==> config.mk <==
export PLATFORM = sky130hd
export DESIGN_NAME = thermocouple_frame_qualifier_core
export DESIGN_NICKNAME = d
export VERILOG_FILES = /design/src/hw/rtl/tfq_pkg.sv /design/src/hw/rtl/tfq_cfg_regs.sv /design/src/hw/rtl/tfq_update.sv /design/src/hw/rtl/thermocouple_frame_qualifier_core.sv
export VERILOG_INCLUDE_DIRS = /design/src /design/src/hw/rtl
export SDC_FILE = /design/constraint.sdc
export NUM_CORES = 1
export LEC_CHECK = 0
export ABC_AREA = 0
export BUFFER_PORTS_ARGS = -buffer_cell sky130_fd_sc_hd__buf_2
export CAP_MARGIN = 20
export CELL_PAD_IN_SITES_DETAIL_PLACEMENT = 0
export CELL_PAD_IN_SITES_GLOBAL_PLACEMENT = 2
export CORE_ASPECT_RATIO = 1.5
export CORE_MARGIN = 2
export CORE_UTILIZATION = 35
export DETAILED_ROUTE_END_ITERATION = 8
export PLACE_DENSITY = 0.79
export SETUP_SLACK_MARGIN = 0.02
export SLEW_MARGIN = 40
export SYNTH_ARGS = -nofsm -noshare
export SYNTH_HDL_FRONTEND = slang
export SYNTH_HIERARCHICAL = 1
export SYNTH_SLANG_ARGS = --single-unit
==> constraint.sdc <==
create_clock -name clk -period 11.8 [get_ports clk]
set_input_delay 0 -clock clk [delete_from_list [all_inputs] [get_ports clk]]
set_output_delay 0 -clock clk [all_outputs]
set_load 0.005 [all_outputs]
==> src/hw/rtl/assert_macros.svh <==
// Assertion helpers for the RTL.
`ifndef ASSERT_MACROS_SVH
`define ASSERT_MACROS_SVH

// Clocked check, muted while reset is asserted.
`define TFQ_ASSERT(label, clk, rst_n, prop, msg) \
    label: assert property (@(posedge clk) disable iff (!rst_n) (prop)) else $error(msg);

// Clocked check that also holds during reset.
`define TFQ_ASSERT_ALWAYS(label, clk, prop, msg) \
    label: assert property (@(posedge clk) (prop)) else $error(msg);

`endif

==> src/hw/rtl/tfq_pkg.sv <==
`timescale 1ns / 1ps
package tfq_pkg;

    localparam int unsigned CFG_IDX_W  = 3;
    localparam int unsigned CFG_DATA_W = 16;
    localparam int unsigned TEMP_W     = 20;
    localparam int unsigned RAW_W      = 14;
    localparam int unsigned JUNC_W     = 12;
    localparam int unsigned FAULT_W    = 4;
    localparam int unsigned COUNT_W    = 8;

    // Window in which a large jump counts as spurious
    localparam logic [31:0] STALE_MS = 32'd1000;

    localparam logic [31:0] FRAME_ALL_ONES = 32'hFFFF_FFFF;
    localparam logic [31:0] FRAME_ALL_ZERO = 32'h0000_0000;
    localparam logic signed [10:0] MEAS_CLIP_HI = 11'sd635;
    localparam logic signed [10:0] MEAS_CLIP_LO = -11'sd635;
    localparam logic signed [TEMP_W-1:0] HUNDREDTHS_PER_QUARTER = 20'sd25;
    localparam logic [COUNT_W-1:0] COUNT_MAX = 8'd255;

    // Register indexes of the configuration port
    localparam logic [CFG_IDX_W-1:0] REG_BASE_OFFSET    = 3'd0;
    localparam logic [CFG_IDX_W-1:0] REG_COOL_OFFSET    = 3'd1;
    localparam logic [CFG_IDX_W-1:0] REG_HEAT_OFFSET    = 3'd2;
    localparam logic [CFG_IDX_W-1:0] REG_MEASURE_OFFSET = 3'd3;
    localparam logic [CFG_IDX_W-1:0] REG_RUN_MODE       = 3'd4;
    localparam logic [CFG_IDX_W-1:0] REG_MEASURE_ENABLE = 3'd5;
    localparam logic [CFG_IDX_W-1:0] REG_FAILURE_LIMIT  = 3'd6;
    localparam logic [CFG_IDX_W-1:0] REG_JUMP_LIMIT     = 3'd7;

    // Fault codes
    localparam logic [FAULT_W-1:0] FAULT_OK       = 4'd0;
    localparam logic [FAULT_W-1:0] FAULT_BUS_LOW  = 4'd8;
    localparam logic [FAULT_W-1:0] FAULT_BUS_HIGH = 4'd9;

    // Run mode codes (two-bit signed)
    localparam logic [1:0] MODE_HEATING = 2'b01;

    typedef enum logic [1:0] {
        KIND_FRESH = 2'd0,
        KIND_HELD  = 2'd1,
        KIND_NAN   = 2'd2
    } kind_t;

    typedef struct packed {
        logic signed [15:0] base_offset;
        logic signed [15:0] cool_offset;
        logic signed [15:0] heat_offset;
        logic signed [10:0] measure_offset;
        logic        [1:0]  run_mode;
        logic               measure_enable;
        logic [COUNT_W-1:0] failure_limit;
        logic [RAW_W-1:0]   jump_limit;
    } cfg_t;

    typedef struct packed {
        kind_t                     kind;
        logic signed [TEMP_W-1:0]  temperature;
        logic signed [JUNC_W-1:0]  junction;
        logic [FAULT_W-1:0]        fault;
        logic [FAULT_W-1:0]        prev_fault;
        logic [COUNT_W-1:0]        failures;
    } result_t;

endpackage

==> src/hw/rtl/tfq_cfg_regs.sv <==
`timescale 1ns / 1ps
module tfq_cfg_regs (
    input  logic                           clk,
    input  logic                           rst_n,
    input  logic                           cfg_we,
    input  logic [tfq_pkg::CFG_IDX_W-1:0]  cfg_index,
    input  logic [tfq_pkg::CFG_DATA_W-1:0] cfg_wdata,
    output tfq_pkg::cfg_t                  cfg
);
    import tfq_pkg::*;

    cfg_t cfg_reg;

    always_ff @(posedge clk or negedge rst_n)
    begin
        if (!rst_n)
        begin
            cfg_reg.base_offset    <= '0;
            cfg_reg.cool_offset    <= '0;
            cfg_reg.heat_offset    <= '0;
            cfg_reg.measure_offset <= '0;
            cfg_reg.run_mode       <= '0;
            cfg_reg.measure_enable <= 1'b0;
            cfg_reg.failure_limit  <= 8'd3;
            cfg_reg.jump_limit     <= 14'd40;
        end
        else if (cfg_we)
        begin
            case (cfg_index)
                REG_BASE_OFFSET:    cfg_reg.base_offset    <= cfg_wdata;
                REG_COOL_OFFSET:    cfg_reg.cool_offset    <= cfg_wdata;
                REG_HEAT_OFFSET:    cfg_reg.heat_offset    <= cfg_wdata;
                REG_MEASURE_OFFSET: cfg_reg.measure_offset <= cfg_wdata[10:0];
                REG_RUN_MODE:       cfg_reg.run_mode       <= cfg_wdata[1:0];
                REG_MEASURE_ENABLE: cfg_reg.measure_enable <= cfg_wdata[0];
                REG_FAILURE_LIMIT:  cfg_reg.failure_limit  <= cfg_wdata[COUNT_W-1:0];
                REG_JUMP_LIMIT:     cfg_reg.jump_limit     <= cfg_wdata[RAW_W-1:0];
                default:            cfg_reg <= cfg_reg;
            endcase
        end
    end

    assign cfg = cfg_reg;

endmodule

==> src/hw/rtl/tfq_update.sv <==
`timescale 1ns / 1ps
module tfq_update (
    input  logic            clk,
    input  logic            rst_n,
    input  logic            fire,
    input  logic [31:0]     frame,
    input  logic [31:0]     now_ms,
    input  tfq_pkg::cfg_t   cfg,
    output tfq_pkg::result_t res
);
    import tfq_pkg::*;

    logic [FAULT_W-1:0]        fault_status_reg, fault_status_next;
    logic [FAULT_W-1:0]        cached_fault_reg, cached_fault_next;
    logic [COUNT_W-1:0]        failure_count_reg, failure_count_next;
    logic signed [RAW_W-1:0]   raw_temp_reg, raw_temp_next;
    logic signed [RAW_W-1:0]   last_good_reg, last_good_next;
    logic signed [JUNC_W-1:0]  junction_reg, junction_next;
    logic [31:0]               last_read_reg, last_read_next;

    logic [COUNT_W-1:0]        count_pre;
    logic signed [RAW_W:0]     diff;
    logic [RAW_W:0]            diff_mag;
    logic [31:0]               elapsed;
    logic                      spurious;
    logic signed [10:0]        meas_clipped;
    logic signed [TEMP_W-1:0]  offset_sum;
    logic signed [TEMP_W-1:0]  fresh_temp;
    logic signed [TEMP_W-1:0]  held_temp;

    function automatic logic [COUNT_W-1:0] sat_inc(input logic [COUNT_W-1:0] v);
        sat_inc = (v == COUNT_MAX) ? v : v + 1'b1;
    endfunction

    // Frame decode and fault bookkeeping
    always_comb
    begin
        cached_fault_next = cached_fault_reg;
        count_pre         = failure_count_reg;
        if (fault_status_reg != FAULT_OK)
        begin
            cached_fault_next = fault_status_reg;
            count_pre         = sat_inc(failure_count_reg);
        end

        junction_next = junction_reg;
        raw_temp_next = raw_temp_reg;
        if (frame == FRAME_ALL_ZERO)
        begin
            fault_status_next = FAULT_BUS_LOW;
        end
        else if (frame == FRAME_ALL_ONES)
        begin
            fault_status_next = FAULT_BUS_HIGH;
        end
        else
        begin
            fault_status_next = {1'b0, frame[2:0]};
            junction_next     = frame[15:4];
            if (frame[2:0] == 3'd0)
            begin
                raw_temp_next = frame[31:18];
            end
        end
    end

    // Jump filter on the decoded value
    always_comb
    begin
        diff     = (RAW_W+1)'(raw_temp_next) - (RAW_W+1)'(last_good_reg);
        diff_mag = diff[RAW_W] ? (RAW_W+1)'(-diff) : (RAW_W+1)'(diff);
        elapsed  = now_ms - last_read_reg;
        spurious = (diff_mag > (RAW_W+1)'(cfg.jump_limit)) &&
                   (last_good_reg != '0) && (elapsed < STALE_MS);
    end

    // Offsets for a fresh reading
    always_comb
    begin
        meas_clipped = cfg.measure_offset;
        if (cfg.measure_offset < MEAS_CLIP_LO)
        begin
            meas_clipped = MEAS_CLIP_LO;
        end
        else if (cfg.measure_offset > MEAS_CLIP_HI)
        begin
            meas_clipped = MEAS_CLIP_HI;
        end
        offset_sum = TEMP_W'(cfg.base_offset);
        if (cfg.run_mode[1])
        begin
            offset_sum = offset_sum + TEMP_W'(cfg.cool_offset);
        end
        if (cfg.run_mode == MODE_HEATING)
        begin
            offset_sum = offset_sum + TEMP_W'(cfg.heat_offset);
        end
        if (cfg.measure_enable)
        begin
            offset_sum = offset_sum + TEMP_W'(meas_clipped);
        end
        fresh_temp = TEMP_W'(raw_temp_next) * HUNDREDTHS_PER_QUARTER + offset_sum;
        held_temp  = TEMP_W'(last_good_reg) * HUNDREDTHS_PER_QUARTER;
    end

    // Report selection
    always_comb
    begin
        failure_count_next = count_pre;
        if (fault_status_next == FAULT_OK && !spurious)
        begin
            failure_count_next = '0;
        end
        last_good_next = last_good_reg;
        last_read_next = last_read_reg;

        res.junction   = junction_next;
        res.fault      = fault_status_next;
        res.prev_fault = cached_fault_next;

        if (fault_status_next != FAULT_OK && failure_count_next >= cfg.failure_limit)
        begin
            res.kind        = KIND_NAN;
            res.temperature = '0;
        end
        else if (spurious)
        begin
            failure_count_next = sat_inc(failure_count_next);
            res.kind           = KIND_HELD;
            res.temperature    = held_temp;
        end
        else
        begin
            last_good_next  = raw_temp_next;
            last_read_next  = now_ms;
            res.kind        = KIND_FRESH;
            res.temperature = fresh_temp;
        end
        res.failures = failure_count_next;
    end

    always_ff @(posedge clk or negedge rst_n)
    begin
        if (!rst_n)
        begin
            fault_status_reg  <= FAULT_OK;
            cached_fault_reg  <= FAULT_OK;
            failure_count_reg <= '0;
            raw_temp_reg      <= '0;
            last_good_reg     <= '0;
            junction_reg      <= '0;
            last_read_reg     <= '0;
        end
        else if (fire)
        begin
            fault_status_reg  <= fault_status_next;
            cached_fault_reg  <= cached_fault_next;
            failure_count_reg <= failure_count_next;
            raw_temp_reg      <= raw_temp_next;
            last_good_reg     <= last_good_next;
            junction_reg      <= junction_next;
            last_read_reg     <= last_read_next;
        end
    end

endmodule

==> src/hw/rtl/thermocouple_frame_qualifier_core.sv <==
`timescale 1ns / 1ps
// Channel   Handshake              Payload
// input     in_valid / in_stall    frame, now_ms
// output    out_valid / out_stall  result_kind, temperature, junction_temp,
//                                  fault_code, previous_fault, failures
// config    cfg_we                 cfg_index, cfg_wdata
//
// One request per cycle sustained while out_stall stays low; a request goes
// into the input register, then its result into the result register, which
// drives the outputs. The qualifier state updates from the input register
// at the edge that loads the result, so the next request sees it at once.
// Reset (rst_n low, asynchronous) clears state and loads register defaults.
// A stalled result holds in the result register; the input register takes
// one more request behind it, then in_stall rises.
module thermocouple_frame_qualifier_core (
    input  logic                                clk,
    input  logic                                rst_n,
    input  logic                                in_valid,
    output logic                                in_stall,
    input  logic [31:0]                         frame,
    input  logic [31:0]                         now_ms,
    output logic                                out_valid,
    input  logic                                out_stall,
    output logic [1:0]                          result_kind,
    output logic signed [tfq_pkg::TEMP_W-1:0]   temperature,
    output logic signed [tfq_pkg::JUNC_W-1:0]   junction_temp,
    output logic [tfq_pkg::FAULT_W-1:0]         fault_code,
    output logic [tfq_pkg::FAULT_W-1:0]         previous_fault,
    output logic [tfq_pkg::COUNT_W-1:0]         failures,
    input  logic                                cfg_we,
    input  logic [tfq_pkg::CFG_IDX_W-1:0]       cfg_index,
    input  logic [tfq_pkg::CFG_DATA_W-1:0]      cfg_wdata
);
    import tfq_pkg::*;
    `include "assert_macros.svh"

    cfg_t        cfg;
    result_t     res_comb;
    result_t     result_reg;
    logic        in_vld_reg, in_vld_next;
    logic        out_vld_reg, out_vld_next;
    logic [31:0] frame_reg;
    logic [31:0] now_reg;
    logic        take_in;
    logic        advance;

    tfq_cfg_regs u_cfg (
        .clk       (clk),
        .rst_n     (rst_n),
        .cfg_we    (cfg_we),
        .cfg_index (cfg_index),
        .cfg_wdata (cfg_wdata),
        .cfg       (cfg)
    );

    tfq_update u_update (
        .clk    (clk),
        .rst_n  (rst_n),
        .fire   (advance),
        .frame  (frame_reg),
        .now_ms (now_reg),
        .cfg    (cfg),
        .res    (res_comb)
    );

    // Advance the held request whenever the result register is free or drains
    assign advance  = in_vld_reg && (!out_vld_reg || !out_stall);
    assign in_stall = in_vld_reg && !advance;
    assign take_in  = in_valid && !in_stall;

    always_comb
    begin
        in_vld_next = in_vld_reg;
        if (take_in)
        begin
            in_vld_next = 1'b1;
        end
        else if (advance)
        begin
            in_vld_next = 1'b0;
        end

        out_vld_next = out_vld_reg;
        if (advance)
        begin
            out_vld_next = 1'b1;
        end
        else if (!out_stall)
        begin
            out_vld_next = 1'b0;
        end
    end

    always_ff @(posedge clk or negedge rst_n)
    begin
        if (!rst_n)
        begin
            in_vld_reg  <= 1'b0;
            out_vld_reg <= 1'b0;
        end
        else
        begin
            in_vld_reg  <= in_vld_next;
            out_vld_reg <= out_vld_next;
        end
    end

    // Capture the request payload
    always_ff @(posedge clk)
    begin
        if (take_in)
        begin
            frame_reg <= frame;
            now_reg   <= now_ms;
        end
    end

    // Load the result when the request advances
    always_ff @(posedge clk)
    begin
        if (advance)
        begin
            result_reg <= res_comb;
        end
    end

    assign out_valid      = out_vld_reg;
    assign result_kind    = result_reg.kind;
    assign temperature    = result_reg.temperature;
    assign junction_temp  = result_reg.junction;
    assign fault_code     = result_reg.fault;
    assign previous_fault = result_reg.prev_fault;
    assign failures       = result_reg.failures;

    `TFQ_ASSERT(a_nan_has_fault, clk, rst_n, (out_vld_reg && result_reg.kind == KIND_NAN) |-> (result_reg.fault != FAULT_OK), "not-a-number result without a fault")
    `TFQ_ASSERT(a_held_counts, clk, rst_n, (out_vld_reg && result_reg.kind == KIND_HELD) |-> (result_reg.failures != '0), "held result without a failure count")
    `TFQ_ASSERT(a_fresh_ok_clears, clk, rst_n, (out_vld_reg && result_reg.kind == KIND_FRESH && result_reg.fault == FAULT_OK) |-> (result_reg.failures == '0), "clean fresh result left failures")
    `TFQ_ASSERT(a_stall_when_full, clk, rst_n, in_stall |-> (in_vld_reg && out_vld_reg && out_stall), "input stalled with room to advance")
    `TFQ_ASSERT(a_result_from_request, clk, rst_n, $rose(out_vld_reg) |-> $past(in_vld_reg), "result without a held request")

endmodule

# == Word level (Yosys, flattened, before mapping) ==
# Cells that the tools add are included.
# Widths: inputs -> output; s select.
# word_totals
reg_bits,288
in_bits,88
output_inout_bits,52
word_cells,110
# op_classes
bitwise_logic,2
addsub,9
n_mul,2
reduce_logical,30
eq_ne,12
n_mux,25
order_cmp,5
# ops
operator,count
$mux 20,3
$mux 8,6
$mux 14,3
$mul 14x6->20 const B,2
$eq 32x32->1 const B,1
$logic_not 32->1,1
$lt 32x10->1 const B,1
$sub 32x32->32,1
$mux 12,2
$mux 11,2
$mux 21,1
$add 20x11->20,1
$add 20x16->20,1
$add 20x20->20,1
$add 16x16->17,1
$add 8x1->8 const B,2
$eq 8x8->1 const B,2
$reduce_and 2->1,8
$gt 15x14->1,1
$mux 15,1
$neg 15->15,1
$sub 14x14->15,1
$reduce_bool 14->1,1
$eq 3x3->1 const B,4
18 further kinds,37

# == Longest topological paths before layout ==
# Gate-level depths: netlist of the first run.
# logic_depth
ltp_word,17
ltp_mapped,45
mapped_depth_nobuf,42

# == By module ==
# Netlist of the first run, hierarchy kept.
# modules_own_cells
mod,cells_per_inst,instances,seq_area_each_um2,area_per_inst_um2
tfq_update,1763,1,2202.1,14460.1
thermocouple_frame_qualifier_core,122,1,3473.3,3515.9
tfq_cfg_regs,185,1,2107.0,3228.1

# == Worst setup path before layout of the first run ==
# Ideal clock, no wire load.
# synth_timing
kind,register to register
startpoint,reg frame_reg[25]
endpoint,"reg result_reg (netlist bit failures[5]), data pin"
n_path_buf,3
setup_ns,0.255
t_required_ns,11.545
arrival_time_ns,9.396
period_less_slack_ns,9.652
path_stages_with_launch,44
path_slack_ns,2.148
path_cell_list,edfxtp_1 or4_1 or4_1 o21ai_1 or4_1 clkbuf_1 clkbuf_1 nand2_1 nand2_1 inv_1 fa_1 nor2b_1 o2111ai_1 a31o_2 o21ai_0 a221o_1 a31o_2 clkbuf_1 [... 8 more ...] o31a_1 o21ai_0 a22o_1 nor3_4 nor2_1 or2_2 ha_1 nand2b_1 a21o_1 a21o_1 a21o_1 a21oi_1 o21ai_0 nand3_1 inv_2 nor2_1 or4b_1 and3_1
# synth_lines
element,line_no,rtl
"start, declared",thermocouple_frame_qualifier_core.sv:42,logic [31:0] frame_reg;
"start signal, assigned",thermocouple_frame_qualifier_core.sv:113,frame_reg <= frame;
"end signal, assigned",thermocouple_frame_qualifier_core.sv:123,result_reg <= res_comb;
"end, declared",thermocouple_frame_qualifier_core.sv:39,result_t result_reg;

==> results of run 1 <==
## worst paths after layout
kind / startpoint / end / slack [ps] / depth (start not counted)
worst max-delay path: frame_reg[25] / u_update/last_read_reg[0] / 1120 / 41
worst max register to register: frame_reg[25] / u_update/last_read_reg[0] / 1120 / 41
worst min register to register: u_cfg/cfg[9] / u_cfg/cfg[9] / 510 / 1
max in group asynchronous: rst_n / u_cfg/cfg[65] / 10510 / 4
min in group clk: frame[6] / frame_reg[6] / 120 / 2
worst min-delay path: rst_n / u_update/cached_fault_reg[0] / 10 / 3
## metal layers
layer  vias to the layer above  GRT usage [%]  wire, um
met5                         -              0         0
met4                         0           5.00      1520
met3                        64           1.45      1370
met2                       224           33.0     29500
met1                      7696           21.7     23800
li1                       7879              -         -
## critical path, delay by kind of cell (launching register included)
| family | cells | cell delay (ps) |
|---|---|---|
| mux | 1 | 410 |
| fa+ha+maj | 3 | 920 |
| flops | 1 | 410 |
| buf+inv | 4 | 1170 |
| compound gates | 19 | 4080 |
| simple gates | 14 | 3480 |
## synthesized netlist by cell type (5+ instances only)
| master | number | area share [%] |
|---|---|---|
| nand4_1 | 23 | 0.68 |
| nand4b_1 | 5 | 0.21 |
| nand3b_1 | 5 | 0.18 |
| fa_1 | 42 | 4.0 |
| buf_6 | 9 | 0.48 |
| edfxtp_1 | 114 | 16 |
| buf_2 | 5 | 0.12 |
| or2_2 | 16 | 0.47 |
| xnor2_1 | 73 | 3.0 |
| a221oi_1 | 6 | 0.25 |
| or4_1 | 5 | 0.18 |
| mux2_2 | 143 | 7.6 |
| nor4_1 | 13 | 0.38 |
| nand2_1 | 133 | 2.4 |
| nor3_1 | 39 | 0.92 |
| a211o_1 | 6 | 0.25 |
| ha_1 | 224 | 13 |
| mux2i_1 | 30 | 1.4 |
| mux2_4 | 29 | 2.1 |
| o211ai_1 | 11 | 0.39 |
| inv_1 | 214 | 3.8 |
| clkbuf_1 | 33 | 0.58 |
| dfrtp_1 | 170 | 20 |
| a21boi_0 | 5 | 0.18 |
| and2_1 | 14 | 0.41 |
| and3_1 | 22 | 0.65 |
| o31ai_1 | 15 | 0.53 |
| a31oi_1 | 18 | 0.53 |
| a211oi_1 | 22 | 0.78 |
| nand2b_1 | 14 | 0.41 |
| a21oi_1 | 119 | 2.8 |
| a21o_1 | 38 | 1.3 |
| nor3b_1 | 6 | 0.21 |
| nor2_1 | 126 | 2.2 |
| nand3_1 | 33 | 0.78 |
| o31a_1 | 5 | 0.21 |
| buf_1 | 5 | 0.089 |
| nor2b_1 | 20 | 0.59 |
| o21bai_1 | 5 | 0.18 |
| a31o_2 | 11 | 0.45 |
| or3_1 | 11 | 0.32 |
| o21ai_0 | 81 | 1.9 |
| xor2_1 | 36 | 1.5 |
| o21a_1 | 24 | 0.85 |
## area by class of cell
type / instances / area [um2]
clock buffers: 37 / 850
repair buffers: 245 / 1750
multi-input cells: 1510 / 12400
flip-flops and latches: 288 / 7780
fillers: 6001 / 35300
inverters: 218 / 818
clock inverters: 17 / 196
well taps: 784 / 981
## kinds of logic (layout without fill, tap and decap cells)
logic type	Yosys count	after routing	share of synthesized area [%]
adder cells (fa/ha/maj)	266	266	17.2
flip-flops	288	288	36.7
multiplexers	202	202	11.1
buffers and inverters	272	517	5.20
AO/OA/AOI/OAI	430	430	13.4
AND/OR/NAND/NOR	502	502	11.9
XOR/XNOR	110	110	4.61
## through the flow
stage                     util [%]  hold slack (ps)  std cells
after global placement        37.9             14.2       2956
after global routing          41.2             16.3       3099
final                         41.2             14.6       3099
after CTS                     41.2             14.6       3099
after floorplan                  -             -296       2070
after detailed placement      38.0             31.2       2956
## repair_timing
| item | in CTS | in global routing |
|---|---|---|
| resized for setup | 0 | 0 |
| endpoints found under the hold margin | 219 | 0 |
| hold buffers | 89 | 0 |
| endpoints found under the setup margin | 0 | 0 |
==> flow_summary.ini, run 1 <==
[run_status]
status = finished, final reports clean

[synthesis]
synth_ff_type = dfrtp_1
synth_edf_count = 114
syn-num-nets = 2424
syn_area_mm2 = 0.0212
synthArstFlopShare_pct = 60.4
synth_seq_area_share_pct = 36.7
synth_cells = 2070
yosys_warnings = 6
synth.distinct_cells = 90
synth_seq_cells = 288
syn_area_per_cell_um2 = 10.2

[final_layout]
finalInstanceArea_mm2 = 0.0247
num-nets-final = 2646
layout_commonest_cell = ha_1
area_delta_synth_final_pct = 16.7
drive_above_1_share_pct = 18.8
largest_register_ffs = 84
final_cell_mix = 224 x ha_1, 214 x inv_1, 170 x dfrtp_1
antennaDiodeCount = 0

[timing]
fin_ws_ps = 1120
grt_setup_unrepaired = false
max_freq_mhz = 93.6
min_period_ps = 10680
setup_viol = 0
skew_ps = 22.7
period_share_pct = 90.5
drv_slew = 0
slew_headroom_pct = 48.2
final.setup.tns_ps = 0
hold_viol = 0
worst_pin_slew_ps = 775

[clocking]
numCtsBuffers = 29
post-cts-setup-buffers = 0
worst_skew_pair.late_latency_ps = 590
cts_tree = done
cts.reportedPaths.clkPinSlew_ps = 70
numClockSinks = 288
clk_path_buf_depth = 3
root_buffer = clkbuf_16
cts_max_level = 1

[routing]
drt_iter0_drc = 670
remaining_drc_errors = 0
dr.pass1.iters = 6
postRouteAntennaNets = 0
viasPerCell = 5.12
vias = 15900
wl_um = 56200
wl_per_cell_um = 18.1

[worst_setup_path]
end_kind = flop
cp.arrival_ps = 11160
crit_required_ps = 12270
cp-start-kind = flop
path_class = reg -> reg
cpMaxStageDelayCell = or4_1
path_max_fanout = 46
cp_slowest_stage_delay_ps = 530

[die]
die_w_um = 205
dieArea_mm2 = 0.0626
ioPinCount = 140
die_h_um = 305
core-area_mm2 = 0.0600
row_count = 110
start_util_pct = 35.3

[place]
io_buffers = 139
pre_cts_ws_ps = 913
place_congestion = 0.904
place_hpwl_um = 43900
place_area_mm2 = 0.0228

[global_routing]
antenna_found_initial = 0
grt_pass1_wl_um = 88100
grt_pass1_vias = 16000
track_usage_pct = 17.8
grt_max_degree = 75
overflow = 0

[job]
cap_violations = 0

[min_path]
hp-class = in -> async
Power of run 1 is not shown: default switching activity piles up to over one toggle a cycle in this logic, so the estimate is an artifact.
==> run 2: changes to the inputs <==
Settings changed: CTS_BUF_LIST from default to sky130_fd_sc_hd__clkbuf_16.
==> run 2 against run 1 <==
  * Global-route usage is essentially flat
  * Highest routed layer unchanged
  * First-iteration DRC count shrank 3.4%
  * Register-to-register slack is essentially flat
  * Critical path depth shrank 1
  * Cell count is essentially flat
  * Fmax grew 0.14%
  * Sequential share of layout area is essentially flat
  * Worst hold slack gained 0.67 ps
  * Clock skew grew 0.62 ps
  * Via count shrank 0.22%
==> flow_summary.ini, run 2 (synthesis results as in run 1) <==
[run_status]
status = finished, final reports clean

[worst_setup_path]
path_class = reg -> reg
r2r-start = frame_reg[25]
cp_slowest_stage_delay_ps = 530
end_kind = flop
cp-start-kind = flop
cpMaxStageDelayCell = or4_1
startpoint = frame_reg[25]
cp.arrival_ps = 11140
crit_required_ps = 12270
path_max_fanout = 46

[clocking]
cts.reportedPaths.clkPinSlew_ps = 70
numCtsBuffers = 29
root_buffer = clkbuf_16
clk_path_buf_depth = 3
cts_tree = done
post-cts-setup-buffers = 0
worst_skew_pair.late_latency_ps = 590
numClockSinks = 288
cts_max_level = 1

[timing]
final.setup.tns_ps = 0
min_period_ps = 10670
slew_headroom_pct = 48.7
period_share_pct = 90.4
drv_slew = 0
grt_setup_unrepaired = false
fin_hold_ws_ps = 15.3
worst_pin_slew_ps = 767
max_freq_mhz = 93.7
hold_viol = 0
skew_ps = 23.3
setup_viol = 0

[die]
start_util_pct = 35.3
row_count = 110
core-area_mm2 = 0.0600
die_h_um = 305
dieArea_mm2 = 0.0626
die_w_um = 205
ioPinCount = 140

[global_routing]
grt_pass1_wl_um = 88000
grt_max_degree = 75
grt_pass1_vias = 16000
overflow = 0
antenna_found_initial = 1
track_usage_pct = 17.8

[final_layout]
drive_above_1_share_pct = 18.8
largest_register_ffs = 84
num-nets-final = 2646
area_delta_synth_final_pct = 16.5
nFillCells = 6006
multi_input_area_mm2 = 0.0124
layout.area.seq_mm2 = 0.00778
final_cell_mix = 224 x ha_1, 216 x inv_1, 170 x dfrtp_1
layout_commonest_cell = ha_1
final_core_util_pct = 41.2

[routing]
vias = 15800
drt_iter0_drc = 647
wl_per_cell_um = 18.1
dr.pass1.iters = 5
viasPerCell = 5.11
wl_um = 56200
remaining_drc_errors = 0
postRouteAntennaNets = 0

[min_path]
hp-class = in -> async

[place]
place_hpwl_um = 43900
place_congestion = 0.904
io_buffers = 139

[job]
cap_violations = 0
[run 2: cell types whose count changed in the layout (fill, tap and decap cells not counted), sizes merged]
cell	delta
inv	+5
diode	+1
clkbuf	-5
[run 2: per-layer routing]
| layer | track usage [%] | wire [um] |
|---|---|---|
| met1 | 21.7 | 23900 |
| met5 | 0 | 0 |
| met4 | 5.09 | 1560 |
| met2 | 33.0 | 29400 |
| met3 | 1.45 | 1300 |
[run 2: metrics by stage]
stage | instances | cell area (um2) | setup WS, ps
after floorplan | 2070 | 21200 | 2150
after global placement | 2956 | 22800 | 1120
after detailed placement | 2956 | 22800 | 913
after CTS | 3099 | 24700 | 889
after global routing | 3100 | 24700 | 179
final | 3100 | 24700 | 1130
[run 2: final timing paths]
check	to	slack, ps	cells after the start
max	u_update/last_read_reg[0]	1130	40
max in group asynchronous	u_cfg/cfg[65]	10500	4
min in group clk	frame_reg[6]	110	2
min	u_update/cached_fault_reg[0]	20	3
max reg2reg	u_update/last_read_reg[0]	1130	40
min reg2reg	u_cfg/cfg[9]	510	1
[run 2: critical path: cells and delay by family (launching register included)]
| family | cells | cell delay [ps] |
|---|---|---|
| simple gates | 12 | 3110 |
| buf+inv | 3 | 1030 |
| flops | 1 | 410 |
| compound gates | 19 | 4060 |
| mux | 2 | 640 |
| fa+ha+maj | 4 | 1180 |
[run 2: what timing repair did]
action | 4_1_cts | 5_1_grt
gates resized for setup | 0 | 0
hold buffers | 89 | 0
hold endpoints to repair | 219 | 0
[run 2: layout make-up]
cell class | count | share of cell area, %
inverters | 218 | 3.31
flip-flops and latches | 288 | 31.5
repair buffers | 245 | 7.09
clock buffers | 32 | 3.24
clock inverters | 22 | 0.871
well taps | 784 | 3.97
diodes | 1 | 0.0101
multi-input cells | 1510 | 50.0
Power of run 2 is left out for the same reason.
